==> config.mk <==
export PLATFORM = sky130hd
export DESIGN_NAME = timed_step_sequencer
export DESIGN_NICKNAME = d
export VERILOG_FILES = /design/src/design/tss_pkg.sv /design/src/design/tss_locate.sv /design/src/design/timed_step_sequencer.sv
export SDC_FILE = /design/constraint.sdc
export NUM_CORES = 1
export LEC_CHECK = 0
export ABC_AREA = 1
export BUFFER_PORTS_ARGS = -buffer_cell sky130_fd_sc_hd__buf_2
export CAP_MARGIN = 30
export CORE_MARGIN = 2
export CORE_UTILIZATION = 45
export CTS_CLUSTER_SIZE = 12
export DETAILED_ROUTE_END_ITERATION = 8
export GPL_ROUTABILITY_DRIVEN = 0
export HOLD_SLACK_MARGIN = 0.06
export PLACE_DENSITY_LB_ADDON = 0.1
export SKIP_CTS_REPAIR_TIMING = 1
export SLEW_MARGIN = 20
export SYNTH_ARGS = -nofsm -noshare
export SYNTH_HDL_FRONTEND = slang
export SYNTH_SLANG_ARGS = --single-unit
==> constraint.sdc <==
create_clock -name i_clk -period 5.4 [get_ports i_clk]
set_input_delay 0.81 -clock i_clk [delete_from_list [all_inputs] [get_ports i_clk]]
set_output_delay 0.81 -clock i_clk [all_outputs]
set_load 0.05 [all_outputs]
==> src/design/tss_pkg.sv <==
`default_nettype none

package tss_pkg;

    // table and time geometry
    localparam int MAX_STEPS  = 8;
    localparam int TIME_W     = 32;
    localparam int IDX_W      = (MAX_STEPS > 1) ? $clog2(MAX_STEPS) : 1;
    localparam int STEP_W     = 4;
    localparam int CFG_W      = 4;
    localparam int LOAD_IDX_W = 3;

    // locate lanes: one for the current time, one for the last refresh
    localparam int NLANE    = 2;
    localparam int LANE_NOW = 0;
    localparam int LANE_REF = 1;

    typedef enum logic [1:0] {
        OP_START     = 2'd0,
        OP_QUERY     = 2'd1,
        OP_DISPLAYED = 2'd2,
        OP_LOAD      = 2'd3
    } t_op;

    typedef struct packed {
        t_op                     op;
        logic [TIME_W-1:0]       now;
        logic [LOAD_IDX_W-1:0]   load_index;
        logic [TIME_W-1:0]       load_duration;
        logic [TIME_W-1:0]       load_interval;
    } t_in_word;

    typedef struct packed {
        logic              update_needed;
        logic              running;
        logic [STEP_W-1:0] step_now;
        logic              fault;
    } t_out_word;

    typedef struct packed {
        logic [TIME_W-1:0] duration;
        logic [TIME_W-1:0] interval;
    } t_entry;

    typedef struct packed {
        logic             init;
        logic             data_vld;
        logic [IDX_W-1:0] idx;
    } t_walk_ctl;

    typedef logic [NLANE-1:0][TIME_W-1:0] t_lane_time;
    typedef logic [NLANE-1:0][STEP_W-1:0] t_lane_step;

endpackage

`default_nettype wire

==> src/design/tss_locate.sv <==
`default_nettype none

// walks the step table one entry per cycle, as read data arrives, for each lane, finding the step
// that holds the lane's offset from the start time
module tss_locate (
    input  logic                      i_clk,
    input  logic                      i_rst_n,
    input  tss_pkg::t_walk_ctl        i_ctl,
    input  tss_pkg::t_lane_time       i_off_init,
    input  tss_pkg::t_entry           i_entry,
    input  logic [tss_pkg::STEP_W-1:0] i_count,
    output tss_pkg::t_lane_step       o_step,
    output logic [tss_pkg::TIME_W-1:0] o_interval
);

    logic [tss_pkg::NLANE-1:0]       r_found;
    tss_pkg::t_lane_time             r_off;
    tss_pkg::t_lane_step             r_step;
    logic [tss_pkg::TIME_W-1:0]      r_ival;
    logic [tss_pkg::NLANE-1:0]       w_hit;

    always_comb begin
        for (int l = 0; l < tss_pkg::NLANE; l++) begin
            w_hit[l]  = i_ctl.data_vld && !r_found[l] && (r_off[l] < i_entry.duration);
            o_step[l] = r_found[l] ? r_step[l] : i_count;
        end
    end

    assign o_interval = r_ival;

    always_ff @(posedge i_clk) begin
        for (int l = 0; l < tss_pkg::NLANE; l++) begin
            if (!i_rst_n) begin
                r_found[l] <= 1'b0;
            end else if (i_ctl.init) begin
                r_found[l] <= 1'b0;
                r_off[l]   <= i_off_init[l];
            end else if (w_hit[l]) begin
                r_found[l] <= 1'b1;
                r_step[l]  <= tss_pkg::STEP_W'(i_ctl.idx);
            end else if (i_ctl.data_vld && !r_found[l]) begin
                r_off[l] <= r_off[l] - i_entry.duration;
            end
        end
        // interval of the step holding the current time
        if (w_hit[tss_pkg::LANE_NOW]) begin
            r_ival <= i_entry.interval;
        end
    end

endmodule

`default_nettype wire

==> src/design/timed_step_sequencer.sv <==
`default_nettype none

// timed step sequencer: keeps a table of up to MAX_STEPS steps (duration and
// refresh interval each) in a small synchronous memory and answers one word
// out for every word in. A word is taken only while the block is idle; it
// then runs setup (start stamp, table load), walks the table one entry per
// cycle through the memory's single read port until the registered data of
// the last read has been taken, and finishes once the result has a free slot
// on the output, waiting there while the output stalls. Words that need no
// walk (anything but a start while the sequence is stopped) skip straight to
// the finish. The walk tracks the current time and the last refresh time side
// by side, so a query needs only one pass. A finished result sits in an
// output register; the block does not take a new word until that result has
// a free slot. step_count is written on its own port (always ready) and is
// expected to change only while the block is idle. There is no clearing pass
// after reset: table entries are only meaningful once loaded.
module timed_step_sequencer (
    input  logic                        i_clk,
    input  logic                        i_rst_n,
    input  logic                        i_in_valid,
    output logic                        o_in_stall,
    input  tss_pkg::t_in_word           i_in_word,
    output logic                        o_out_valid,
    input  logic                        i_out_stall,
    output tss_pkg::t_out_word          o_out_word,
    input  logic                        i_cfg_valid,
    output logic                        o_cfg_ready,
    input  logic [tss_pkg::CFG_W-1:0]   i_cfg_data
);

    typedef enum logic [1:0] {
        S_IDLE,
        S_PREP,
        S_WALK,
        S_FIN
    } t_state;

    // control and sequence state
    t_state                          r_state,  n_state;
    tss_pkg::t_in_word               r_item,   n_item;
    logic [tss_pkg::CFG_W-1:0]       r_step_count;
    logic                            r_run,    n_run;
    logic [tss_pkg::TIME_W-1:0]      r_start,  n_start;
    logic                            r_lrv,    n_lrv;
    logic [tss_pkg::TIME_W-1:0]      r_lrs,    n_lrs;
    logic [tss_pkg::STEP_W-1:0]      r_addr,   n_addr;
    logic                            r_pend,   n_pend;
    logic [tss_pkg::IDX_W-1:0]       r_pend_idx, n_pend_idx;
    logic                            r_out_valid, n_out_valid;
    tss_pkg::t_out_word              r_out_word,  n_out_word;

    // step table
    tss_pkg::t_entry                 r_mem [tss_pkg::MAX_STEPS];
    tss_pkg::t_entry                 r_mem_q;
    logic                            w_mem_we;
    logic                            w_rd_en;

    // walker hookup
    tss_pkg::t_walk_ctl              w_ctl;
    tss_pkg::t_lane_time             w_off_init;
    tss_pkg::t_lane_step             w_step;
    logic [tss_pkg::TIME_W-1:0]      w_ival;

    logic [tss_pkg::STEP_W-1:0]      w_active;
    logic [tss_pkg::TIME_W-1:0]      w_cur_start;
    logic                            w_out_free;
    logic                            w_in_seq;
    logic [tss_pkg::STEP_W-1:0]      w_s;
    logic [tss_pkg::STEP_W-1:0]      w_prev;

    // step_count above the table size acts as a full table
    assign w_active = (r_step_count > tss_pkg::CFG_W'(tss_pkg::MAX_STEPS))
                    ? tss_pkg::STEP_W'(tss_pkg::MAX_STEPS)
                    : tss_pkg::STEP_W'(r_step_count);

    assign o_in_stall  = (r_state != S_IDLE);
    assign o_cfg_ready = 1'b1;
    assign o_out_valid = r_out_valid;
    assign o_out_word  = r_out_word;

    assign w_out_free = !r_out_valid || !i_out_stall;

    // a start moves the time base before the walk
    assign w_cur_start = (r_item.op == tss_pkg::OP_START) ? r_item.now : r_start;
    assign w_off_init[tss_pkg::LANE_NOW] = r_item.now - w_cur_start;
    assign w_off_init[tss_pkg::LANE_REF] = r_lrs - w_cur_start;

    // memory data arrives in the cycle after the read was issued
    assign w_ctl.init     = (r_state == S_PREP);
    assign w_ctl.data_vld = r_pend;
    assign w_ctl.idx      = r_pend_idx;

    assign w_s      = w_step[tss_pkg::LANE_NOW];
    assign w_prev   = w_step[tss_pkg::LANE_REF];
    assign w_in_seq = (w_s < w_active);

    tss_locate u_locate (
        .i_clk      (i_clk),
        .i_rst_n    (i_rst_n),
        .i_ctl      (w_ctl),
        .i_off_init (w_off_init),
        .i_entry    (r_mem_q),
        .i_count    (w_active),
        .o_step     (w_step),
        .o_interval (w_ival)
    );

    always_comb begin
        n_state     = r_state;
        n_item      = r_item;
        n_run       = r_run;
        n_start     = r_start;
        n_lrv       = r_lrv;
        n_lrs       = r_lrs;
        n_addr      = r_addr;
        n_pend      = 1'b0;
        n_pend_idx  = r_addr[tss_pkg::IDX_W-1:0];
        n_out_valid = r_out_valid && i_out_stall;
        n_out_word  = r_out_word;
        w_mem_we    = 1'b0;
        w_rd_en     = 1'b0;

        unique case (r_state)
            S_IDLE: begin
                if (i_in_valid) begin
                    n_item  = i_in_word;
                    n_state = S_PREP;
                end
            end
            S_PREP: begin
                case (r_item.op)
                    tss_pkg::OP_START: begin
                        n_run   = 1'b1;
                        n_start = r_item.now;
                    end
                    tss_pkg::OP_LOAD: begin
                        // write lands before the walk's first read
                        w_mem_we = (int'(r_item.load_index) < tss_pkg::MAX_STEPS);
                    end
                    default: begin
                    end
                endcase
                n_addr  = '0;
                n_state = (r_item.op == tss_pkg::OP_START || r_run) ? S_WALK : S_FIN;
            end
            S_WALK: begin
                if (r_addr < w_active) begin
                    w_rd_en = 1'b1;
                    n_pend  = 1'b1;
                    n_addr  = r_addr + 1'b1;
                end else if (!r_pend) begin
                    n_state = S_FIN;
                end
            end
            S_FIN: begin
                if (w_out_free) begin
                    n_out_valid            = 1'b1;
                    n_out_word             = '0;
                    n_state                = S_IDLE;
                    if (!r_run) begin
                        // refresh report with no sequence running
                        n_out_word.fault = (r_item.op == tss_pkg::OP_DISPLAYED);
                    end else begin
                        n_out_word.running  = 1'b1;
                        n_out_word.step_now = w_s;
                        case (r_item.op)
                            tss_pkg::OP_QUERY: begin
                                n_out_word.update_needed = !r_lrv || !w_in_seq
                                    || (w_s != w_prev)
                                    || ((r_item.now - r_lrs) >= w_ival);
                            end
                            tss_pkg::OP_DISPLAYED: begin
                                if (w_in_seq) begin
                                    n_lrs = r_item.now;
                                    n_lrv = 1'b1;
                                end else begin
                                    // past the end: sequence stops
                                    n_run               = 1'b0;
                                    n_start             = '0;
                                    n_lrv               = 1'b0;
                                    n_lrs               = '0;
                                    n_out_word.running  = 1'b0;
                                    n_out_word.step_now = '0;
                                end
                            end
                            default: begin
                            end
                        endcase
                    end
                end
            end
            default: begin
                n_state = S_IDLE;
            end
        endcase
    end

    always_ff @(posedge i_clk) begin
        if (!i_rst_n) begin
            r_state      <= S_IDLE;
            r_step_count <= '0;
            r_run        <= 1'b0;
            r_start      <= '0;
            r_lrv        <= 1'b0;
            r_lrs        <= '0;
            r_addr       <= '0;
            r_pend       <= 1'b0;
            r_out_valid  <= 1'b0;
        end else begin
            r_state     <= n_state;
            r_run       <= n_run;
            r_start     <= n_start;
            r_lrv       <= n_lrv;
            r_lrs       <= n_lrs;
            r_addr      <= n_addr;
            r_pend      <= n_pend;
            r_out_valid <= n_out_valid;
            if (i_cfg_valid) begin
                r_step_count <= i_cfg_data;
            end
        end
        r_item     <= n_item;
        r_pend_idx <= n_pend_idx;
        r_out_word <= n_out_word;
    end

    // step table: one write port, one registered read port
    always_ff @(posedge i_clk) begin
        if (w_mem_we) begin
            r_mem[r_item.load_index[tss_pkg::IDX_W-1:0]] <= '{
                duration: r_item.load_duration,
                interval: r_item.load_interval
            };
        end
        if (w_rd_en) begin
            r_mem_q <= r_mem[r_addr[tss_pkg::IDX_W-1:0]];
        end
    end

    // a refresh record only exists while a sequence runs
    a_lrv_needs_run: assert property (@(posedge i_clk) disable iff (!i_rst_n)
        r_lrv |-> r_run)
        else $error("refresh record valid while sequence stopped");

    // the walk never reads past the active table
    a_walk_bound: assert property (@(posedge i_clk) disable iff (!i_rst_n)
        (r_state == S_WALK) |-> (r_addr <= w_active))
        else $error("table walk ran past step_count");

    // pending read data is only consumed during the walk
    a_pend_in_walk: assert property (@(posedge i_clk) disable iff (!i_rst_n)
        r_pend |-> (r_state == S_WALK))
        else $error("read data pending outside walk");

    // an accepted word always goes to setup next
    a_accept_prep: assert property (@(posedge i_clk) disable iff (!i_rst_n)
        (i_in_valid && !o_in_stall) |=> (r_state == S_PREP))
        else $error("accepted word did not enter setup");

    // reported step never beyond the end marker
    a_step_range: assert property (@(posedge i_clk) disable iff (!i_rst_n)
        r_out_valid |-> (r_out_word.step_now <= w_active))
        else $error("step_now beyond step_count");

endmodule

`default_nettype wire

==> reports/metrics.cfg, run 1 <==
[logic_synthesis]
synth_common_cells = nand2_1, nor2_1, edfxtp_1
synth_area_leaders = edfxtp_1, nand2_1, nor2_1
synthesis.nets = 5280
syn_inst = 4965
yosys_warnings = 0
synth-edff-count = 786
yosysMostFrequentCell = nand2_1
ys_seq_area_frac = 0.563
synth_top_area_frac = 0.526
async_flop_share = 0
synth_top_area_cell = edfxtp_1
synth_cell_types = 49
ys.flop_type = edfxtp_1
syn-mean-instance-area_sq_um = 9.04
synth_seq_cells = 869
syn_area_sq_um = 44900

[placed_design]
dp_worst_setup_slack_ps = 1630
io_buffers = 118
dp.cells = 6270
dpl.hpwl_um = 90200
postPlaceCellArea_sq_um = 47000

[clock_network]
clockBufferDepth = 3
cts_made_buffers = 94
cts_root_buffer = clkbuf_16
htree_levels = 3
clkSinkCount = 869
insertion_delay_ps = 690
clk_pin_slew_worst_paths_ps = 60
cts_tree = built

[run]
cap_violations = 0

[routing]
vias = 34400
ant_nets = 0
wl_per_cell_um = 20.1
via_per_inst = 5.34
drt-met1-wl_um = 59200
drt_wl_total_um = 129000
wl_met2_um = 58000
first_pass_iters = 6
drcViolationCount = 0
wl_met3_um = 8140
top_layer = met5
drtIter0Drc = 3166

[power_and_ir_drop]
power_mw = 22.5
p_leak_nw = 20.8
powerDensity_nw_per_um2 = 451
vdd_drop_max_mv = 0.237

[critical_path]
crit_arrival_ps = 4220
end_kind = flip-flop
critPathMaxFanout = 3
cp_slowest_cell = edfxtp_1
critPathTopFamily = simple AND/OR/NAND/NOR gates
crit_type = flip-flop to flip-flop
path_buf_inv = 2
critPathLaunchType = flip-flop
critPathMaxStageDelay_ps = 440
crit_path_frequent_cell = nand2_1
r2r_slack_ps = 1610
crit_required_ps = 5830

[timing]
clock.fmax_mhz = 264
hold_slack_ps = 290
worstMarginPinSlew_ps = 879
slew_headroom = 0.414
tns_ps = 0
period_share = 0.702
rsz0062_at_grt = false
hold_viol = 0
post-route-min-period_ps = 3790
setup_viol = 0
setup_slack_ps = 1610
maxSlewViolCount = 0
clock_skew_ps = 36.4

[finish]
fin_nets = 5394
drive_above_1_share = 0.0641
post-route-cell-area_sq_um = 49900
final_core_util = 0.505
area.growth.synth_to_final_pct = 11.0
finalNonFillerCells = 6440

[floorplanning]
die_h_um = 320
die_w_um = 320
pin_count = 120
start_util = 0.455
rows = 115
core_sq_um = 98700
dieArea_sq_um = 102000

[global_routing]
grt.total_usage = 0.252
first_global_vias = 32100
grt_max_degree = 145
antenna_found_initial = 4
overflow = 0
grt_pass1_wl_um = 196000

[worst_hold_path]
worstHoldPathType = input pin to flip-flop

[outcome]
outcome = complete, no violations

==> flip-flops by register name, summed over array words and instances (netlist names), 2 cells and up <==
register	flops
r_pend_idx	3
r_start	32
u_locate.r_step	6
r_item	101
r_addr	4
u_locate.r_found	2
r_state	2
r_mem	512
u_locate.r_off	64
r_step_count	4
u_locate.o_interval	32
r_lrs	32
o_out_word	7
r_mem_q	64
==> cell families after synthesis <==
| family | synth area share |
|---|---|
| flops | 0.563 |
| fa+ha+maj | 0.0580 |
| buf+inv | 0.0665 |
| compound gates | 0.0907 |
| xor+xnor | 0.00858 |
| mux | 0.00736 |
| other cells | 0.0000835 |
| simple gates | 0.206 |
==> layout by cell type, fill, tap and decap left out, types with 4 or more instances in the layout <==
master	count
nand2_1	1158
nor2_1	822
edfxtp_1	786
inv_1	592
o21ai_0	348
a21oi_1	206
ha_1	199
nand3_1	178
buf_2	118
clkbuf_16	94
dfxtp_1	81
o22ai_1	67
a31oi_1	65
nor3_1	48
xor2_1	41
nand4_1	34
mux2i_1	33
o21ai_1	32
clkbuf_1	32
buf_4	30
nand3b_1	22
clkinv_1	17
o21bai_1	15
buf_12	12
a21o_1	11
nor2_2	10
nor2_4	9
or2_2	8
inv_4	6
clkinv_2	6
o21a_1	5
and2_1	5
fa_1	5
clkbuf_8	5
nor4_1	4
inv_6	4
bufinv_16	4
==> per-layer routing <==
layer	GRT usage	vias up
met5	0	-
met4	0.0825	2
met3	0.0320	196
met2	0.395	1102
met1	0.363	16200
li1	-	16800
==> power breakdown <==
group	total (mW)	switching, mW	internal (mW)
clock	6.15	2.67	3.49
combinational	7.54	5.28	2.25
sequential	8.81	0.499	8.32
==> final timing paths <==
check	start	end	depth (start not counted)
setup / recovery	r_item[67]	o_out_word[6]	25
hold / removal	i_in_word[87]	r_item[87]	1
setup reg to reg	r_item[67]	o_out_word[6]	25
hold reg to reg	r_mem_q[13]	u_locate.o_interval[13]	0
==> area by class of cell <==
type,count,area (sq um)
Multi-Input combinational cell,3352,16700
Tap cell,1287,1610
Clock buffer,131,2540
Clock inverter,38,363
Sequential cell,869,25300
Antenna cell,1,2.50
Timing Repair Buffer,160,1060
Inverter,602,2280
Fill cell,9237,48800
(Power assumes the default switching activity.)
==> run 2: changes to the inputs <==
clock period = 3.95 ns   (was 5.4 ns; I/O delays follow)
==> reports/metrics.cfg, run 2 (synthesized netlist as in run 1, its figures left out) <==
[outcome]
outcome = complete, no violations

[critical_path]
crit_arrival_ps = 4100
crit_required_ps = 4470
end_kind = flip-flop
critPathMaxFanout = 5
crit_type = flip-flop to flip-flop
critPathLaunchType = flip-flop

[routing]
wl_per_cell_um = 20.4
drtIter0Drc = 3134
drt_wl_total_um = 132000
ant_nets = 0
first_pass_iters = 6
via_per_inst = 5.34
drcViolationCount = 0
vias = 34400

[clock_network]
htree_levels = 3
cts_made_buffers = 94
clk_pin_slew_worst_paths_ps = 60
clockBufferDepth = 3
insertion_delay_ps = 680
cts_tree = built
clkSinkCount = 869
cts_root_buffer = clkbuf_16

[finish]
layout_common_cells = nand2_1, nor2_1, edfxtp_1, inv_1, o21ai_0
post-route-cell-area_sq_um = 50000
area.growth.synth_to_final_pct = 11.4
largest_register_ffs = 512
multiInputGateArea_sq_um = 16700
regArea_sq_um = 25300
num-fill-cells = 9283
drive_above_1_share = 0.0659
fin_nets = 5407
final_core_util = 0.507
layout_commonest_cell = nand2_1

[timing]
setup_viol = 0
hold_viol = 0
period_share = 0.906
worstMarginPinSlew_ps = 975
clock.fmax_mhz = 279
rsz0062_at_grt = false
clock_skew_ps = 29.4
post-route-min-period_ps = 3580
maxSlewViolCount = 0
slew_headroom = 0.346
hold_slack_ps = 88.6

[global_routing]
antenna_found_initial = 6
overflow = 0
grt_pass1_wl_um = 198000
grt_max_degree = 171
first_global_vias = 32600
grt.total_usage = 0.255

[power_and_ir_drop]
p_int_mw = 19.2
p_leak_nw = 20.9
combPwrFrac = 0.341
power_mw = 30.8
swShare = 0.376
clock_power_share = 0.271
p_sw_mw = 11.6
powerDensity_nw_per_um2 = 616
vdd_drop_max_mv = 0.411
p_seq_frac = 0.388

[run]
cap_violations = 0

[floorplanning]
start_util = 0.455
pin_count = 120
core_sq_um = 98700
rows = 115
die_w_um = 320
dieArea_sq_um = 102000
die_h_um = 320

[placed_design]
postPlaceCellArea_sq_um = 47100
dpl.hpwl_um = 92000
io_buffers = 118

[worst_hold_path]
worstHoldPathType = input pin to flip-flop

-- run 2: metrics by stage --
| stage | setup WS (ps) | setup TNS [ps] | cells |
|---|---|---|---|
| 6_report | 371 | 0 | 6446 |
| 4_1_cts | 424 | 0 | 6445 |
| 5_1_grt | 130 | 0 | 6445 |
| 3_5_place_dp | 491 | 0 | 6283 |
| 3_3_place_gp | 497 | 0 | 6283 |
| 2_1_floorplan | -505 | -258750 | 4965 |
-- run 2: power by group through the flow --
| stage | clock network (mW) | logic (mW) | registers, mW |
|---|---|---|---|
| after floorplan | 0 | 7.22 | 11.9 |
| after global placement | 0 | 10.3 | 12.1 |
| after detailed placement | 0 | 10.4 | 12.1 |
| after CTS | 8.51 | 10.4 | 12.0 |
| after global routing | 8.86 | 11.8 | 12.0 |
| final | 8.35 | 10.5 | 12.0 |
-- run 2: final timing paths --
check	start	endpoint	slack, ps	cells past startpoint
hold reg to reg	r_mem_q[16]	u_locate.o_interval[16]	410	0
setup reg to reg	r_item[85]	o_out_word[6]	370	17
setup / recovery	r_item[85]	o_out_word[6]	370	17
hold / removal	i_in_word[47]	r_item[47]	90	1
-- run 2: area by class of cell --
cell class                 count  share of cell area
sequential                   869               0.505
multi-input combinational   3352               0.335
clock buffer                 127              0.0512
inverter                     602              0.0456
tap                         1287              0.0322
timing repair buffer         173              0.0248
clock inverter                35             0.00625
antenna                        1           0.0000500
-- run 2: worst max-delay path, stage by stage (launching register included) --
cell      delay (ps)
edfxtp_1         530
ha_1             460
a21oi_1          220
a21boi_0         380
o21ai_0          200
a21oi_1          200
nand2_1           70
nand2_1           60
nand2_1          100
ha_1             310
nand2_1           70
nor2_1           150
nand4_1          120
nor2_1           180
nand4_1           90
nand3_1          120
nor2_1            60
nor2_1            90
-- run 2: routing by layer --
layer / GRT usage / up-vias / wire length (um)
met4: 0.0937 / 6 / 4800
met2: 0.410 / 1054 / 60300
met1: 0.350 / 16200 / 58300
li1: - / 16900 / -
met3: 0.0410 / 244 / 8110
met5: 0 / - / 46
